[src/sv/tcw_pkg.sv]
// ----------------------------------------------------------------------------
// tcw_pkg: shared types and constants of the text console writer
// Screen geometry, character codes, request/result structs, controller state,
// and the command/status bundles between controller and datapath.
// ----------------------------------------------------------------------------
package tcw_pkg;

  // Screen geometry
  localparam int COLS   = 80;
  localparam int ROWS   = 25;
  localparam int CELLS  = COLS * ROWS;
  localparam int ADDR_W = $clog2(CELLS);
  localparam int COL_W  = 8;
  localparam int ROW_W  = 6;
  localparam int CHAR_W = 8;
  localparam int CELL_W = 2 * CHAR_W;

  localparam logic [ADDR_W-1:0] COLS_A    = ADDR_W'(COLS);
  localparam logic [ADDR_W-1:0] LAST_CELL = ADDR_W'(CELLS - 1);
  localparam logic [ADDR_W-1:0] MOVE_END  = ADDR_W'(CELLS - COLS);
  localparam logic [COL_W-1:0]  COLS_C    = COL_W'(COLS);
  localparam logic [COL_W-1:0]  LAST_COL  = COL_W'(COLS - 1);
  localparam logic [ROW_W-1:0]  ROWS_R    = ROW_W'(ROWS);
  localparam logic [ROW_W-1:0]  LAST_ROW  = ROW_W'(ROWS - 1);

  // Character codes
  localparam logic [CHAR_W-1:0] CH_NEWLINE = 8'h0A;
  localparam logic [CHAR_W-1:0] CH_BKSP    = 8'h08;
  localparam logic [CHAR_W-1:0] CH_SPACE   = 8'h20;
  localparam logic [CHAR_W-1:0] CH_ERROR   = 8'h45;

  // Configuration registers
  localparam int CFG_IDX_W = 1;
  localparam logic [CFG_IDX_W-1:0] REG_DEFAULT_ATTR = 1'b0;
  localparam logic [CFG_IDX_W-1:0] REG_ERROR_ATTR   = 1'b1;
  localparam logic [CHAR_W-1:0] DEFAULT_ATTR_RST = 8'd15;
  localparam logic [CHAR_W-1:0] ERROR_ATTR_RST   = 8'd4;

  typedef enum logic [1:0] {
    CMD_PUT   = 2'd0,
    CMD_CLEAR = 2'd1,
    CMD_BKSP  = 2'd2,
    CMD_READ  = 2'd3
  } cmd_e;

  typedef enum logic {
    FILL_ZERO  = 1'b0,
    FILL_SPACE = 1'b1
  } fill_e;

  typedef enum logic [2:0] {
    ST_INIT,
    ST_IDLE,
    ST_CALC,
    ST_EXEC,
    ST_MOVE,
    ST_FILL,
    ST_DONE
  } state_e;

  typedef struct packed {
    cmd_e              cmd;
    logic [CHAR_W-1:0] ch;
    logic [CHAR_W-1:0] attr;
    logic              use_cursor;
    logic [COL_W-1:0]  col;
    logic [ROW_W-1:0]  row;
  } tcw_in_t;

  typedef struct packed {
    logic [COL_W-1:0]  next_col;
    logic [ROW_W-1:0]  next_row;
    logic              range_error;
    logic [CHAR_W-1:0] cell_char;
    logic [CHAR_W-1:0] cell_attr;
  } tcw_out_t;

  // Controller to datapath
  typedef struct packed {
    logic  capture;
    logic  calc;
    logic  exec;
    logic  move;
    logic  fill;
    logic  cnt_clr;
    logic  cnt_inc;
    logic  fill_load;
    fill_e fill_kind;
    logic  out_load;
  } tcw_ctrl_t;

  // Datapath to controller
  typedef struct packed {
    logic is_clear;
    logic scroll;
    logic move_last;
    logic cnt_last;
  } tcw_stat_t;

endpackage

[src/sv/tcw_ctrl.sv]
// ----------------------------------------------------------------------------
// tcw_ctrl: text console writer controller
// Sequences each request through address calculation, execution, the
// scroll/clear sweeps and the result handoff; owns the handshakes.
// ----------------------------------------------------------------------------
module tcw_ctrl import tcw_pkg::*; (
  input  logic      clk_i,
  input  logic      rst_ni,
  input  logic      in_valid_i,
  output logic      in_ready_o,
  output logic      out_valid_o,
  input  logic      out_ready_i,
  output tcw_ctrl_t ctrl_o,
  input  tcw_stat_t stat_i
);

  state_e state_q, state_d;
  logic   out_valid_q, out_valid_d;

  // State and result-valid registers
  always_ff @(posedge clk_i or negedge rst_ni) begin
    if (!rst_ni) begin
      state_q     <= ST_INIT;
      out_valid_q <= 1'b0;
    end else begin
      state_q     <= state_d;
      out_valid_q <= out_valid_d;
    end
  end

  // Next state and commands
  always_comb begin
    state_d    = state_q;
    ctrl_o     = '0;
    in_ready_o = 1'b0;
    unique case (state_q)
      ST_INIT: begin
        ctrl_o.fill    = 1'b1;
        ctrl_o.cnt_inc = 1'b1;
        if (stat_i.cnt_last) begin
          state_d = ST_IDLE;
        end
      end
      ST_IDLE: begin
        in_ready_o = 1'b1;
        if (in_valid_i) begin
          ctrl_o.capture = 1'b1;
          state_d        = ST_CALC;
        end
      end
      ST_CALC: begin
        ctrl_o.calc = 1'b1;
        state_d     = ST_EXEC;
      end
      ST_EXEC: begin
        ctrl_o.exec = 1'b1;
        if (stat_i.is_clear) begin
          ctrl_o.fill_load = 1'b1;
          ctrl_o.fill_kind = FILL_SPACE;
          ctrl_o.cnt_clr   = 1'b1;
          state_d          = ST_FILL;
        end else if (stat_i.scroll) begin
          ctrl_o.cnt_clr = 1'b1;
          state_d        = ST_MOVE;
        end else begin
          state_d = ST_DONE;
        end
      end
      ST_MOVE: begin
        ctrl_o.move = 1'b1;
        if (stat_i.move_last) begin
          // counter already sits on the first cell of the last row
          ctrl_o.fill_load = 1'b1;
          ctrl_o.fill_kind = FILL_ZERO;
          state_d          = ST_FILL;
        end else begin
          ctrl_o.cnt_inc = 1'b1;
        end
      end
      ST_FILL: begin
        ctrl_o.fill    = 1'b1;
        ctrl_o.cnt_inc = 1'b1;
        if (stat_i.cnt_last) begin
          state_d = ST_DONE;
        end
      end
      ST_DONE: begin
        if (!out_valid_q || out_ready_i) begin
          ctrl_o.out_load = 1'b1;
          state_d         = ST_IDLE;
        end
      end
      default: state_d = ST_IDLE;
    endcase
  end

  // Result valid: set on load, cleared when taken
  assign out_valid_d = ctrl_o.out_load ? 1'b1 : (out_ready_i ? 1'b0 : out_valid_q);
  assign out_valid_o = out_valid_q;

endmodule

[config.mk]
export PLATFORM = sky130hd
export DESIGN_NAME = tcw_ctrl
export DESIGN_NICKNAME = d
export VERILOG_FILES = /design/src/sv/tcw_pkg.sv /design/src/sv/tcw_ctrl.sv
export SDC_FILE = /design/constraint.sdc
export NUM_CORES = 1
export LEC_CHECK = 0
export BUFFER_PORTS_ARGS = -buffer_cell sky130_fd_sc_hd__clkbuf_2
export CAP_MARGIN = 20
export CORE_AREA = 5 5 42 44
export DETAILED_ROUTE_END_ITERATION = 7
export DIE_AREA = 0 0 47 49
export PLACE_DENSITY_LB_ADDON = 0.12
export SLEW_MARGIN = 5
export SYNTH_ARGS = -nofsm -noshare
export SYNTH_HDL_FRONTEND = slang
export SYNTH_SLANG_ARGS = --single-unit
export TNS_END_PERCENT = 10
[constraint.sdc]
create_clock -name clk_i -period 1.4 [get_ports clk_i]
set_clock_uncertainty 0.1 [all_clocks]
set_input_delay 0.07 -clock clk_i [delete_from_list [all_inputs] [get_ports clk_i]]
set_output_delay 0.07 -clock clk_i [all_outputs]
set_load 0.02 [all_outputs]
==> results.md <==
Drt:
- The final routed wirelength across all metal layers is 917 um.
- Once detail routing completed, the nets flagged for antenna violations numbered 0.
- After detailed routing, the number of remaining DRC violations is 0.
- After detailed routing, the average wire length per cell comes to 11.6 um.
- The first-pass iteration count of the detailed router is 4.
- The average vias per placed instance is approximately 4.9.
- The via count is 384.
- The detailed router finished its first iteration with 2 violations.

Clocking:
- TritonCTS built the clock tree.
- Counting along the longest clock path gives a buffer depth of 2.
- The tree is rooted in a clkbuf_4.
- Clock tree synthesis inserted a total of 3 buffers.
- CTS built an H-tree with a depth of 1.
- The clock latency on the worst-skew pair is 230 ps.
- For this design, the sink count on the clock tree is 4.
- After clock tree synthesis, the clock-pin slew on the worst setup and hold paths is 40 ps.

Finish:
- The share of the core filled with cells in the final layout is between 30% and 40%.
- The repair_antennas step left the layout with diodes totalling 0.
- The final net count is 73.
- The multi-input gate area in the final layout is 225 um2.
- The fraction of layout instances using a drive strength above 1 is ~57%.
- From synthesis to final layout, the design area changed by 64.6%.
- The number of inserted filler cells in the final layout is 165.
- The register area is 103 um2.

Synth:
- The cell count after synthesis is 39.
- Of all cell types, the one taking the most synthesized area is dfrtp_1.
- The post-synthesis area per instance is 8.69 um2.
- Synthesis produced a netlist with a net count of 47.
- Ranked by total cell area, the synthesized netlist is headed by dfrtp_1 30%, mux2i_1 5.9%, nand2b_1 5.5%, a21o_1 4.4%, a221oi_2 4.4%.
- Counting flops and latches in the post-synthesis netlist gives 4.
- For this run, asynchronously set or reset flops after synthesis account for 100%.
- The sequential fraction of the synthesis area is 29.5%.
- The top cell type by area accounts for 29.5% of the synthesized area.
- The number of warnings issued by yosys is 0.
- The flip-flop cell with the highest count after synthesis is dfrtp_1.
- The distinct cell type count of the synthesized netlist is 26.
- Summing every instance area after synthesis gives 339 um2.
- The commonest cells after synthesis are 4 x dfrtp_1, 4 x nor2_1, 3 x nand2b_1.
- The number of enable-type register cells in the synthesized netlist is 0.

STA:
- The fraction of the cycle the final worst path needs is 106%.
- The achievable clock frequency is 0.674 GHz.
- The hold violation count in the final report came to 0.
- Setup repair after global routing could not meet its margin everywhere.
- The count of pins over their slew limit is 0.
- At the pin with the least slew margin, the transition time is ~260 ps.
- The worst slew margin relative to its limit is between 80% and 90%.
- Setup violations remaining at the end of the flow were counted as 5.
- For the finished layout, the period the worst path requires is about 1500 ps.
- After layout, the worst setup slack is -84.1 ps.

Die:
- The horizontal die dimension is 47 um.
- Pin placement for this block handled 20 I/O pins.
- The height of the die is 49 um.
- For this configuration, the core starts out at a cell density of between 20% and 30%.
- The die covers 2300 um2.
- Row generation in the floorplan step produced 14 rows.
- The core footprint is 1400 um2.

Placed design:
- Detailed placement finished with a half-perimeter wire length of 695 um.
- The count of buffers added on input and output ports is 19.
- Prior to clock tree synthesis, the placed netlist has a worst setup slack of ~83 ps.
- The congestion estimate from routability-driven global placement came to between 0.7 and 0.8.

Pwr:
- Combinational logic is responsible for 69.7% of the overall power.
- The share of total power in sequential cells is between 20 and 25%.
- The share of total power in the clock network is between 10% and 20%.
- The maximum VDD drop is 0.000846 V.
- The analysis attributes to net switching a power of a little over 0.0006 W.
- Summed over all cells, the static leakage comes to 0.295 nW.
- The areal power density over the cells is 2490 nW/um2.
- The net switching fraction of the power is between 40 and 50%.
- The total internal power is 0.000774 W.

Worst setup path:
- The kind of end point of the critical path is an output port.
- The endpoint required time on the critical path is 1230 ps.
- The sort of element at the start of the critical path is a register.
- The slowest library cell on the worst path is dfrtp_1.
- By startpoint and endpoint, the worst setup path is classified as reg -> out.
- In this design, the stage delay of the slowest critical-path cell is approximately 380 ps.
- The critical-path maximum fanout is 6.
- STA puts the critical path data arrival time at approximately 1300 ps.
- The critical path goes through buf_6 > nor2b_4 > and2_4 > o21a_1 > clkbuf_8.

Hold path:
- The path class of the tightest hold or removal check is in -> async.

Global routing:
- The aggregate global routing overflow is 0.
- The wire length of the first global-routing pass is 1610 um.
- The pin count of the biggest net entering global routing is 16.
- For this run, the total global-route usage over all layers was measured as 9.60%.
- The number of global-route vias before repair is 375.
- The initial antenna violation count came to 0.

Run status:
- The flow ran to the end, but the final reports show violations.
- The final reports fail on negative setup slack.

Job:
- Across the run, the number of max-cap violations was 0.
cell families (layout without fill, tap and decap cells):
logic type | count (synthesis) | in the layout | share of synthesized area [%]
buffers and inverters | 4 | 28 | 8.12
DFF | 4 | 4 | 29.5
AOI/OAI and AO/OA | 9 | 9 | 20.7
muxes | 2 | 2 | 5.90
and+or+nand+nor | 20 | 20 | 35.8
per-layer routing:
metal | up-vias | track usage [%] | share of wire (%)
li1 | 187 | - | -
met1 | 180 | 12.0 | 41
met2 | 15 | 12.4 | 49
met3 | 2 | 6.64 | 8.7
met4 | 0 | 4.15 | 1.3
met5 | - | 0 | 0
registers in the layout, summed over array words and instances (netlist names):
signal,cells
out_valid_o,1
state_q,3
final timing paths:
path,end,startpoint,depth (start not counted),slack [ps]
worst max-delay path,ctrl_o[4],state_q[2],5,-80
worst min-delay path,out_valid_o,rst_ni,2,80
worst max register to register,state_q[1],state_q[2],5,70
worst min register to register,out_valid_o,out_valid_o,2,490
max in group asynchronous,state_q[0],rst_ni,2,980
min in group clk_i,state_q[1],stat_i[2],3,90
power groups by stage:
stage          combinational (W)  sequential (W)  clock [W]
2_1_floorplan           0.000616        0.000234          0
3_3_place_gp            0.000803        0.000271          0
3_5_place_dp            0.000790        0.000272          0
4_1_cts                 0.000960        0.000283   0.000148
5_1_grt                  0.00104        0.000300   0.000157
6_report                0.000970        0.000280   0.000141
repair_timing:
action / in CTS / in global routing
endpoints found under the setup margin: 10 / 10
gates resized for setup: 17 / 6
hold endpoints to repair: 4 / 0
setup buffers: 2 / 0
pin swaps: 3 / 0
hold buffers: 1 / 0
critical path, delay by kind of cell, from the launching register on:
kind	cells	cell delay [ps]
AOI/OAI and AO/OA	1	120
buffers and inverters	2	280
DFF	1	380
and+or+nand+nor	2	290
cells in the final DEF, fill, tap and decap left out, types with 2 or more instances in the layout:
master     n
clkbuf_2  10
buf_4      6
clkbuf_4   4
clkbuf_8   4
nand2b_1   3
nor2_1     3
and2_4     2
nor3_1     2
a21o_1     2
mux2i_1    2
nand2_1    2
dfrtp_1    2
dfrtp_2    2
area by class of cell:
| cell class | count | share of cell area (%) |
|---|---|---|
| multi-input cells | 31 | 40.4 |
| repair buffers | 24 | 33.0 |
| flip-flops and latches | 4 | 18.4 |
| clock buffers | 3 | 4.04 |
| well taps | 16 | 3.59 |
| inverters | 1 | 0.673 |
stage by stage:
step                      instances  setup TNS [ps]  instance area (um2)  hold slack, ps  total power (W)
after global routing             79            -776                  558             105          0.00150
after CTS                        79            -450                  553            72.1          0.00139
after global placement           73               0                  448            -215          0.00107
after detailed placement         73               0                  448            -215          0.00106
after floorplan                  39               0                  342            -326         0.000851
final                            79            -332                  558            80.3          0.00139
Note: power is estimated with default switching activity, not from simulation.
